--- config.mk ---
export PLATFORM = sky130hd
export DESIGN_NAME = rgb565_hsl_color_match_core
export DESIGN_NICKNAME = d
export VERILOG_FILES = /design/src/sv/rhcm_pkg.sv /design/src/sv/rgb565_hsl_color_match_core.sv
export SDC_FILE = /design/constraint.sdc
export NUM_CORES = 2
export LEC_CHECK = 0
export BUFFER_PORTS_ARGS = -buffer_cell sky130_fd_sc_hd__buf_2
export CORE_ASPECT_RATIO = 2
export CORE_MARGIN = 2
export CORE_UTILIZATION = 50
export DETAILED_ROUTE_END_ITERATION = 10
export PLACE_DENSITY_LB_ADDON = 0.25
export SYNTH_ARGS = -nofsm -noshare
export SYNTH_HDL_FRONTEND = slang
export SYNTH_SLANG_ARGS = --single-unit
--- constraint.sdc ---
create_clock -name clk -period 33.8 [get_ports clk]
set_input_delay 1.69 -clock clk [delete_from_list [all_inputs] [get_ports clk]]
set_output_delay 1.69 -clock clk [all_outputs]
set_load 0.1 [all_outputs]
--- src/sv/rhcm_pkg.sv ---
package rhcm_pkg;

  localparam int PIX_W      = 16;
  localparam int CH_W       = 8;
  localparam int SUM_W      = 9;
  localparam int QUO_W      = 16;
  localparam int DIV_STEPS  = QUO_W;
  localparam int OUT_DATA_W = 3 * CH_W;
  localparam int CFG_IDX_W  = 8;
  localparam int CFG_DATA_W = 8;
  localparam int NUM_REGS   = 8;

  // Register map
  localparam logic [2:0] REG_HUE_LOW       = 3'd0;
  localparam logic [2:0] REG_HUE_HIGH      = 3'd1;
  localparam logic [2:0] REG_HUE_WRAPS     = 3'd2;
  localparam logic [2:0] REG_SAT_LOW       = 3'd3;
  localparam logic [2:0] REG_SAT_HIGH      = 3'd4;
  localparam logic [2:0] REG_LUM_LOW       = 3'd5;
  localparam logic [2:0] REG_LUM_HIGH      = 3'd6;
  localparam logic [2:0] REG_TARGET_ENABLE = 3'd7;

  // Channel holding the maximum
  localparam logic [1:0] SEL_RED   = 2'd0;
  localparam logic [1:0] SEL_GREEN = 2'd1;
  localparam logic [1:0] SEL_BLUE  = 2'd2;

  localparam logic [CH_W-1:0]  HUE_BASE_RED_NEG = 8'd240;
  localparam logic [CH_W-1:0]  HUE_BASE_GREEN   = 8'd80;
  localparam logic [CH_W-1:0]  HUE_BASE_BLUE    = 8'd160;
  localparam logic [CH_W-1:0]  SCALE_MAX        = 8'd240;
  localparam logic [SUM_W-1:0] SAT_DEN_TOP      = 9'd480;
  // s2 at or below this gives luminance <= 120
  localparam logic [SUM_W-1:0] LUM_HALF_SUM     = 9'd257;
  // floor(s2 * 240 / 510) == (s2 * 30848) >> 16 for s2 <= 504
  localparam logic [14:0]      LUM_RECIP        = 15'd30848;

  typedef struct packed {
    logic [CH_W-1:0] r;
    logic [CH_W-1:0] g;
    logic [CH_W-1:0] b;
    logic [CH_W-1:0] mx;
    logic [CH_W-1:0] mn;
    logic [1:0]      sel;
  } chan_t;

  typedef struct packed {
    logic [CH_W-1:0]  h_rem;
    logic [QUO_W-1:0] h_quo;
    logic [CH_W-1:0]  h_den;
    logic             h_neg;
    logic [CH_W-1:0]  h_base;
    logic             h_zero;
    logic [SUM_W-1:0] s_rem;
    logic [QUO_W-1:0] s_quo;
    logic [SUM_W-1:0] s_den;
    logic             s_zero;
    logic [CH_W-1:0]  lum;
  } div_item_t;

  // One restoring step for both quotients: shift in a numerator bit, try the subtract.
  function automatic div_item_t div_step(input div_item_t cur);
    div_item_t        nxt;
    logic [CH_W:0]    h_try;
    logic [SUM_W:0]   s_try;
    logic             h_bit;
    logic             s_bit;
    nxt   = cur;
    h_try = {cur.h_rem, cur.h_quo[QUO_W-1]};
    s_try = {cur.s_rem, cur.s_quo[QUO_W-1]};
    h_bit = (h_try >= {1'b0, cur.h_den});
    s_bit = (s_try >= {1'b0, cur.s_den});
    nxt.h_rem = h_bit ? CH_W'(h_try - {1'b0, cur.h_den}) : h_try[CH_W-1:0];
    nxt.s_rem = s_bit ? SUM_W'(s_try - {1'b0, cur.s_den}) : s_try[SUM_W-1:0];
    nxt.h_quo = {cur.h_quo[QUO_W-2:0], h_bit};
    nxt.s_quo = {cur.s_quo[QUO_W-2:0], s_bit};
    return nxt;
  endfunction

endpackage

--- src/sv/rgb565_hsl_color_match_core.sv ---
// Channel   Direction  Handshake                Payload
// s_*       in         s_tvalid / s_tready      s_tdata: pixel_rgb565
// m_*       out        m_tvalid / m_tready      m_tdata: hue, saturation, luminance; m_tuser: is_match
// cfg_*     in         cfg_valid / cfg_ready    cfg_index, cfg_data
//
// One pixel per cycle sustained while the skid entry is free; results pass the stage 1 register,
// the operand register and the 16 one-bit restoring steps of the hue and saturation dividers.
// rst is synchronous and clears valid bits and all color-match registers.
// A 2-entry output skid register decouples m_tready; the pipeline stalls as a whole
// only when both entries are full, and s_tready is a registered signal.
// cfg_ready is always high; writes to an index of 8 or above are dropped.
module rgb565_hsl_color_match_core (
  input  logic                                clk,
  input  logic                                rst,
  input  logic                                s_tvalid,
  output logic                                s_tready,
  input  logic [rhcm_pkg::PIX_W-1:0]          s_tdata,   // [15:0] pixel_rgb565
  output logic                                m_tvalid,
  input  logic                                m_tready,
  output logic [rhcm_pkg::OUT_DATA_W-1:0]     m_tdata,   // [7:0] hue, [15:8] saturation,
                                                         // [23:16] luminance
  output logic                                m_tuser,   // [0] is_match
  input  logic                                cfg_valid,
  output logic                                cfg_ready,
  input  logic [rhcm_pkg::CFG_IDX_W-1:0]      cfg_index,
  input  logic [rhcm_pkg::CFG_DATA_W-1:0]     cfg_data
);
  import rhcm_pkg::*;

  // Configuration registers
  logic [CH_W-1:0] hue_low, hue_high, sat_low, sat_high, lum_low, lum_high;
  logic            hue_wraps, target_enable;

  assign cfg_ready = 1'b1;

  always_ff @(posedge clk) begin
    if (rst) begin
      hue_low       <= '0;
      hue_high      <= '0;
      hue_wraps     <= 1'b0;
      sat_low       <= '0;
      sat_high      <= '0;
      lum_low       <= '0;
      lum_high      <= '0;
      target_enable <= 1'b0;
    end else if (cfg_valid && cfg_ready && (cfg_index < CFG_IDX_W'(NUM_REGS))) begin
      case (cfg_index[2:0])
        REG_HUE_LOW:       hue_low       <= cfg_data;
        REG_HUE_HIGH:      hue_high      <= cfg_data;
        REG_HUE_WRAPS:     hue_wraps     <= cfg_data[0];
        REG_SAT_LOW:       sat_low       <= cfg_data;
        REG_SAT_HIGH:      sat_high      <= cfg_data;
        REG_LUM_LOW:       lum_low       <= cfg_data;
        REG_LUM_HIGH:      lum_high      <= cfg_data;
        REG_TARGET_ENABLE: target_enable <= cfg_data[0];
        default:           ;
      endcase
    end
  end

  // Pipeline control: all stages move together while the skid entry is free
  logic adv;
  logic skid_valid;

  assign adv      = !skid_valid;
  assign s_tready = adv;

  // Stage 1: expand channels, find max and min
  chan_t           c1, c1_next;
  logic            v1;
  logic [CH_W-1:0] in_r, in_g, in_b;

  always_comb begin
    in_r = {s_tdata[15:11], 3'b000};
    in_g = {s_tdata[10:5], 2'b00};
    in_b = {s_tdata[4:0], 3'b000};
    c1_next.r  = in_r;
    c1_next.g  = in_g;
    c1_next.b  = in_b;
    c1_next.mx = in_r;
    c1_next.mn = in_r;
    if (in_g > c1_next.mx) c1_next.mx = in_g;
    if (in_b > c1_next.mx) c1_next.mx = in_b;
    if (in_g < c1_next.mn) c1_next.mn = in_g;
    if (in_b < c1_next.mn) c1_next.mn = in_b;
    if (in_r >= in_g && in_r >= in_b) begin
      c1_next.sel = SEL_RED;
    end else if (in_g >= in_b) begin
      c1_next.sel = SEL_GREEN;
    end else begin
      c1_next.sel = SEL_BLUE;
    end
  end

  always_ff @(posedge clk) begin
    if (rst) begin
      v1 <= 1'b0;
    end else if (adv) begin
      v1 <= s_tvalid;
    end
  end

  always_ff @(posedge clk) begin
    if (adv) c1 <= c1_next;
  end

  // Stage 2: differences, luminance, divider operands
  div_item_t         d0_next;
  logic [CH_W-1:0]   dd;
  logic [SUM_W-1:0]  s2;
  logic [CH_W:0]     hdiff;
  logic [CH_W-1:0]   hmag;
  logic [23:0]       lum_prod;

  always_comb begin
    dd = c1.mx - c1.mn;
    s2 = SUM_W'(c1.mx) + SUM_W'(c1.mn);
    case (c1.sel)
      SEL_RED:   hdiff = {1'b0, c1.g} - {1'b0, c1.b};
      SEL_GREEN: hdiff = {1'b0, c1.b} - {1'b0, c1.r};
      default:   hdiff = {1'b0, c1.r} - {1'b0, c1.g};
    endcase
    hmag     = hdiff[CH_W] ? CH_W'(-hdiff) : hdiff[CH_W-1:0];
    lum_prod = 24'(s2) * 24'(LUM_RECIP);

    d0_next.h_rem  = '0;
    d0_next.h_quo  = (QUO_W'(hmag) << 5) + (QUO_W'(hmag) << 3);
    d0_next.h_den  = dd;
    d0_next.h_neg  = hdiff[CH_W];
    d0_next.h_zero = (dd == '0);
    case (c1.sel)
      SEL_RED:   d0_next.h_base = hdiff[CH_W] ? HUE_BASE_RED_NEG : '0;
      SEL_GREEN: d0_next.h_base = HUE_BASE_GREEN;
      default:   d0_next.h_base = HUE_BASE_BLUE;
    endcase

    d0_next.s_rem = '0;
    d0_next.s_quo = (QUO_W'(dd) << 8) - (QUO_W'(dd) << 4);
    if (s2 <= LUM_HALF_SUM) begin
      d0_next.s_den  = s2;
      d0_next.s_zero = (dd == '0);
    end else begin
      // Non-positive denominator clamps to zero
      d0_next.s_den  = SAT_DEN_TOP - s2;
      d0_next.s_zero = (dd == '0) || (s2 >= SAT_DEN_TOP);
    end
    // Peaks at 235, no clamp needed
    d0_next.lum = lum_prod[23:16];
  end

  div_item_t pipe [0:DIV_STEPS];
  logic      vld  [0:DIV_STEPS];

  always_ff @(posedge clk) begin
    if (rst) begin
      for (int k = 0; k <= DIV_STEPS; k++) vld[k] <= 1'b0;
    end else if (adv) begin
      vld[0] <= v1;
      for (int k = 0; k < DIV_STEPS; k++) vld[k+1] <= vld[k];
    end
  end

  always_ff @(posedge clk) begin
    if (adv) begin
      pipe[0] <= d0_next;
      for (int k = 0; k < DIV_STEPS; k++) pipe[k+1] <= div_step(pipe[k]);
    end
  end

  // Final: assemble hue, clamp saturation, range checks
  div_item_t               fin;
  logic [CH_W-1:0]         hue_v, sat_v, lum_v;
  logic                    hue_ok, match_v;
  logic [OUT_DATA_W-1:0]   res_data;

  always_comb begin
    fin = pipe[DIV_STEPS];
    if (fin.h_zero) begin
      hue_v = '0;
    end else if (fin.h_neg) begin
      hue_v = fin.h_base - fin.h_quo[CH_W-1:0];
    end else begin
      hue_v = fin.h_base + fin.h_quo[CH_W-1:0];
    end
    if (fin.s_zero) begin
      sat_v = '0;
    end else if ((fin.s_quo[QUO_W-1:CH_W] != '0) || (fin.s_quo[CH_W-1:0] > SCALE_MAX)) begin
      sat_v = SCALE_MAX;
    end else begin
      sat_v = fin.s_quo[CH_W-1:0];
    end
    lum_v = fin.lum;
    if (hue_wraps) begin
      hue_ok = (hue_v >= hue_low) || (hue_v <= hue_high);
    end else begin
      hue_ok = (hue_v >= hue_low) && (hue_v <= hue_high);
    end
    match_v = target_enable && hue_ok &&
              (sat_v >= sat_low) && (sat_v <= sat_high) &&
              (lum_v >= lum_low) && (lum_v <= lum_high);
    res_data = {lum_v, sat_v, hue_v};
  end

  // Output register with skid entry
  logic                  push, pop;
  logic [OUT_DATA_W-1:0] skid_data;
  logic                  skid_match;

  assign push = adv && vld[DIV_STEPS];
  assign pop  = m_tvalid && m_tready;

  always_ff @(posedge clk) begin
    if (rst) begin
      m_tvalid   <= 1'b0;
      skid_valid <= 1'b0;
    end else if (skid_valid) begin
      if (pop) skid_valid <= 1'b0;
    end else if (push) begin
      if (!m_tvalid || pop) begin
        m_tvalid <= 1'b1;
      end else begin
        skid_valid <= 1'b1;
      end
    end else if (pop) begin
      m_tvalid <= 1'b0;
    end
  end

  always_ff @(posedge clk) begin
    if (skid_valid) begin
      if (pop) begin
        m_tdata <= skid_data;
        m_tuser <= skid_match;
      end
    end else if (push) begin
      if (!m_tvalid || pop) begin
        m_tdata <= res_data;
        m_tuser <= match_v;
      end else begin
        skid_data  <= res_data;
        skid_match <= match_v;
      end
    end
  end

`ifndef NO_ASSERTIONS
  a_skid_behind_out: assert property (@(posedge clk) disable iff (rst)
    skid_valid |-> m_tvalid)
    else $error("skid entry holds a result while the output register is empty");

  a_stall_holds_last: assert property (@(posedge clk) disable iff (rst)
    (!adv && vld[DIV_STEPS]) |=> (vld[DIV_STEPS] && $stable(pipe[DIV_STEPS])))
    else $error("last pipeline stage changed during a stall");

  a_out_range: assert property (@(posedge clk) disable iff (rst)
    m_tvalid |-> ((m_tdata[7:0] <= SCALE_MAX) && (m_tdata[15:8] <= SCALE_MAX) &&
                  (m_tdata[23:16] <= SCALE_MAX)))
    else $error("hue, saturation or luminance above 240");

  a_disabled_no_match: assert property (@(posedge clk) disable iff (rst)
    (m_tvalid && !target_enable) |-> !m_tuser)
    else $error("match reported while matching is disabled");
`endif

endmodule
# Word-level counts from Yosys, hierarchy flattened
# Memory sizes are Yosys's and may differ from the RTL's.
# Index checks and enable logic that the tools add are counted.
[word_totals]
in_bits = 37
regBits = 137
memories = 2
elab_cells = 265
out_inout_bits = 28
mem_bits_rw = 1462
[op_classes]
n_reduce_logical = 34
n_mul = 1
n_bitwise = 19
magnitude_cmp = 49
n_eq_ne = 10
addsub = 43
mux = 84
[mem_list]
columns = ["name", "depth", "word_bits", "read_ports", "rd_clocked_by_memory_dff", "wr", "line_no", "source"]
rows = [
  ["pipe", 17, 85, 17, 0, 17, "rgb565_hsl_color_match_core.sv:151", "div_item_t pipe [0:DIV_STEPS];"],
  ["vld", 17, 1, 17, 0, 17, "rgb565_hsl_color_match_core.sv:152", "logic vld [0:DIV_STEPS];"],
]
[op_table]
columns = ["op", "n"]
rows = [
  ["$mux W8", 26],
  ["$ge A10 B9 Y1", 16],
  ["$ge A9 B8 Y1", 16],
  ["$mux W9", 16],
  ["$sub A8 B8 Y8", 18],
  ["$sub A9 B9 Y9", 16],
  ["$mux W24", 4],
  ["$ge A8 B8 Y1", 6],
  ["$mux W1", 34],
  ["$sub A8 B8 Y9", 3],
  ["$le A8 B8 Y1", 3],
  ["$pmux W9 S2", 1],
  ["$mul A9 B8 Y17 const B", 1],
  ["$or A1 B1 Y1", 17],
  ["$gt A8 B8 Y1", 2],
  ["$lt A8 B8 Y1", 2],
  ["$pmux W8 S2", 1],
  ["$reduce_and A2 Y1", 8],
  ["$sub A16 B12 Y16", 1],
  ["$add A13 B11 Y14", 1],
  ["$eq A3 B3 Y1 const B", 4],
  ["$logic_and A1 B1 Y1", 10],
  ["$mux W10", 1],
  ["$add A8 B8 Y9", 1],
  ["21 further kinds", 32],
]

# Longest topological paths before layout
# An unclocked memory read counts as a cell.
[depth]
ltp_word = 15
depth_mapped = 22
mapped_depth_nobuf = 21

# Worst setup path after synthesis
# No wires, ideal clock.
[synth_path]
path_kind = "register to register"
start = "register skid_valid"
end = "register c1[0] (netlist bit), enable pin"
path_stages_with_launch = 3
n_path_buf = 1
arrival_ns = 18.296
t_required_ns = 26.202
setup_ns = 7.598
path_slack_ns = 7.906
synth_period_minus_slack_ns = 25.894
path_cell_list = "dfxtp_1 -> clkbuf_1 -> clkinv_1"
[synth_lines]
columns = ["element", "line_no", "source"]
rows = [
  ["from (decl)", "rgb565_hsl_color_match_core.sv:63", "logic skid_valid;"],
  ["from (signal assigned)", "rgb565_hsl_color_match_core.sv:215", "skid_valid <= 1'b0;"],
  ["from (signal assigned)", "rgb565_hsl_color_match_core.sv:217", "if (pop) skid_valid <= 1'b0;"],
  ["from (signal assigned)", "rgb565_hsl_color_match_core.sv:222", "skid_valid <= 1'b1;"],
  ["to (signal assigned)", "rgb565_hsl_color_match_core.sv:104", "if (adv) c1 <= c1_next;"],
  ["to (decl)", "rgb565_hsl_color_match_core.sv:69", "chan_t c1, c1_next;"],
]
# No word-level cell between the ends.

==> impl_metrics.env <==
export IMPL_synth_fa_ha_area_share_pct=11.0
export IMPL_fin_cells=4814
export IMPL_async_flop_share_pct=0
export IMPL_syn_area_um2=47800
export IMPL_avgSynthCellArea_um2=14.1
export IMPL_coreArea_um2=94900
export IMPL_crit_fanout=7
export IMPL_final_common_cell="edfxtp_1"
export IMPL_ctsHoldBuffers=0
export IMPL_place_congestion=0.857
export IMPL_finalSetupViolCount=0
export IMPL_vias_per_cell=5.27
export IMPL_finalClockSkew_ns=0.0263
export IMPL_pin_count=65
export IMPL_tightestPinTransition_ns=1.01
export IMPL_maxCapViolCount=0
export IMPL_clockBufferDepth=3
export IMPL_totalPowerFinal_mw=5.72
export IMPL_syn_inst=3391
export IMPL_crit_chain="inv_1, ha_1, inv_1, a21oi_1, nor2_1, nor2_1, o21bai_1, a21oi_1, xnor2_1, inv_1, fa_1, fa_1, inv_1, ha_1, ha_1, ha_1, inv_1, o21bai_1, a21oi_1, o21ai_0, xnor2_1"
export IMPL_die_area_um2=98200
export IMPL_dr_pass1_iters=5
export IMPL_synthDominantCellAreaShare_pct=64.1
export IMPL_synth_edf_count=1021
export IMPL_multi_input_area_um2=14200
export IMPL_r2r_setup_slack_ns=28.43
export IMPL_tritoncts="done"
export IMPL_ys_seq_area_share_pct=66.4
export IMPL_antenna_left=0
export IMPL_path_clk_slew_ns=0.07
export IMPL_finalNetCount=3946
export IMPL_dpl_cell_area_um2=49600
export IMPL_post_dp_hpwl_mm=58.3
export IMPL_finalCriticalPeriod_ns=5.37
export IMPL_worst_ep_required_time_ns=34.22
export IMPL_relSlewSlack_pct=32.5
export IMPL_synth_area_mux_share_pct=3.00
export IMPL_synth_compound_area_share_pct=6.66
export IMPL_placed_cells=4638
export IMPL_cts_root_buffer="clkbuf_16"
export IMPL_grt_pass1_vias=27000
export IMPL_cp_slowest_cell="xnor2_1"
export IMPL_slew_violations=0
export IMPL_drtIter0Drc=1351
export IMPL_synthXorXnorAreaFrac_pct=2.58
export IMPL_cp_arrival_ns=5.80
export IMPL_synth_seq_cells=1074
export IMPL_antenna_found_initial=1
export IMPL_final_cell_mix="1021 x edfxtp_1, 430 x inv_1, 345 x ha_1, 250 x nor2_1, 158 x o21ai_0"
export IMPL_finalSetupTns_ns=0
export IMPL_worstSetupStartpointType="flop"
export IMPL_critical_path_max_stage_delay_ns=0.58
export IMPL_finish_instance_area_um2=52800
export IMPL_die_height_um=441
export IMPL_cp_common_cell="inv_1"
export IMPL_status="finished clean"
export IMPL_vdd_ir_drop_max_uv=246
export IMPL_htreeDepth=3
export IMPL_synth_top_family_by_area="adder cells"
export IMPL_synth_cell_type_count=76
export IMPL_crit_path_end_kind="flop"
export IMPL_cts_buffers=93
export IMPL_seqCellArea_um2=31700
export IMPL_crit_type="flop to flop"
export IMPL_num_rows=160
export IMPL_fin_crit_sh_pct=15.9
export IMPL_final_layout_size_suffix_gt1_share_pct=8.45
export IMPL_syn2layout_area_growth_pct=10.5
export IMPL_wl_per_cell_um=16.9
export IMPL_p_leak_nw=21.7
export IMPL_dieWidth_um=223
export IMPL_rsz0062_at_grt="no"
export IMPL_drt_total_wl_mm=81.5
export IMPL_synth_area_top_cells="edfxtp_1 64%, ha_1 9.0%, inv_1 3.4%"
export IMPL_cts_resized=0
export IMPL_grt_max_degree=176
export IMPL_postCtsSetupBuffers=0
export IMPL_io_buffer_count=63
export IMPL_syn_nets=3819
export IMPL_grt_ovfl_total=0
export IMPL_final_hold_viol_count=0
export IMPL_yosysWarnings=0
export IMPL_gr_usage_all_layers_pct=16.9
export IMPL_clock_fmax_ghz=0.186
export IMPL_routed_via_count=25400
export IMPL_p_per_area_nw_per_um2=108
export IMPL_synth_largest_area_cell="edfxtp_1"
export IMPL_drc=0
export IMPL_clk_latency_ns=0.68
export IMPL_grt_pass1_wl_mm=130
export IMPL_ys_flop_type="edfxtp_1"
export IMPL_initial_core_util_pct=50.4
export IMPL_filler_cell_count=7704
export IMPL_clock_sinks=1074
export IMPL_synth_simple_area_share_pct=6.54
export IMPL_holdCritPathClass="flop to flop"
-- sequential cells by signal, indices dropped and copies added (netlist names), 8 cells and up --
signal and flops:
pipe 924, c1 30, m_tdata 24, skid_data 24, vld 17, hue_high 8, hue_low 8, lum_high 8
lum_low 8, sat_high 8, sat_low 8
-- final timing paths --
check               start            to  cells after the start
max                 c1[5]    pipe[0][7]                     21
min          pipe[0][877]  pipe[0][963]                      0
max reg2reg         c1[5]    pipe[0][7]                     21
min reg2reg  pipe[0][877]  pipe[0][963]                      0
-- routing by layer --
layer  share of wire (%)  wire length (µm)  global-route usage, %  vias up
li1                    -                 -                      -    12400
met1                  31             25000                   13.6    12400
met2                  62             50300                   36.8      325
met3                 2.5              2050                   2.37      196
met4                 5.1              4120                   9.56        0
met5                   0                 0                      0        -
-- critical path: cells and delay by family (launching register included) --
family          cells  cell delay, ns
compound gates      6            0.88
xor+xnor            2            0.68
fa+ha+maj           6            2.31
buf+inv             5            0.64
flops               1            0.45
simple gates        2            0.16
-- per-stage QoR --
step                setup WS [ns]  hold slack [ns]  utilization [%]
floorplan                    7.91            0.400                -
global placement            28.42            0.400             52.3
detailed placement          28.42            0.405             52.3
CTS                         28.44            0.409             55.7
global route                28.02            0.415             55.7
finish                      28.43            0.405             55.7
-- cell families (layout without fill, tap and decap cells) --
| logic type | Yosys count | after routing |
|---|---|---|
| adder cells (fa/ha/maj) | 391 | 391 |
| multiplexers | 135 | 135 |
| AO/OA/AOI/OAI | 516 | 516 |
| other | 1 | 2 |
| AND/OR/NAND/NOR | 653 | 653 |
| buffers and inverters | 481 | 688 |
| XOR/XNOR | 140 | 140 |
| flip-flops | 1074 | 1074 |
-- synthesized netlist by cell type, types with 50 or more instances --
library cell / number
a21o_1: 50
a21oi_1: 140
dfxtp_1: 53
edfxtp_1: 1021
ha_1: 345
inv_1: 430
mux2_2: 51
mux2i_1: 81
nand2_1: 135
nor2_1: 250
nor2b_1: 63
o21ai_0: 158
xnor2_1: 88
xor2_1: 51
-- cell type report --
type                            instances  area share (%)
Sequential cell                      1074            60.1
Multi-Input combinational cell       1836            26.9
Clock buffer                          100            4.46
Timing Repair Buffer                   81           0.948
Tap cell                             1215            2.88
Clock inverter                         75            1.65
Antenna cell                            1         0.00474
Inverter                              432            3.08
-- where the power goes --
part | switching (mW) | internal, mW
Sequential | 0.231 | 2.22
Clock | 0.480 | 0.633
Combinational | 1.20 | 0.962
Total | 1.91 | 3.81
(Power assumes the default switching activity.)
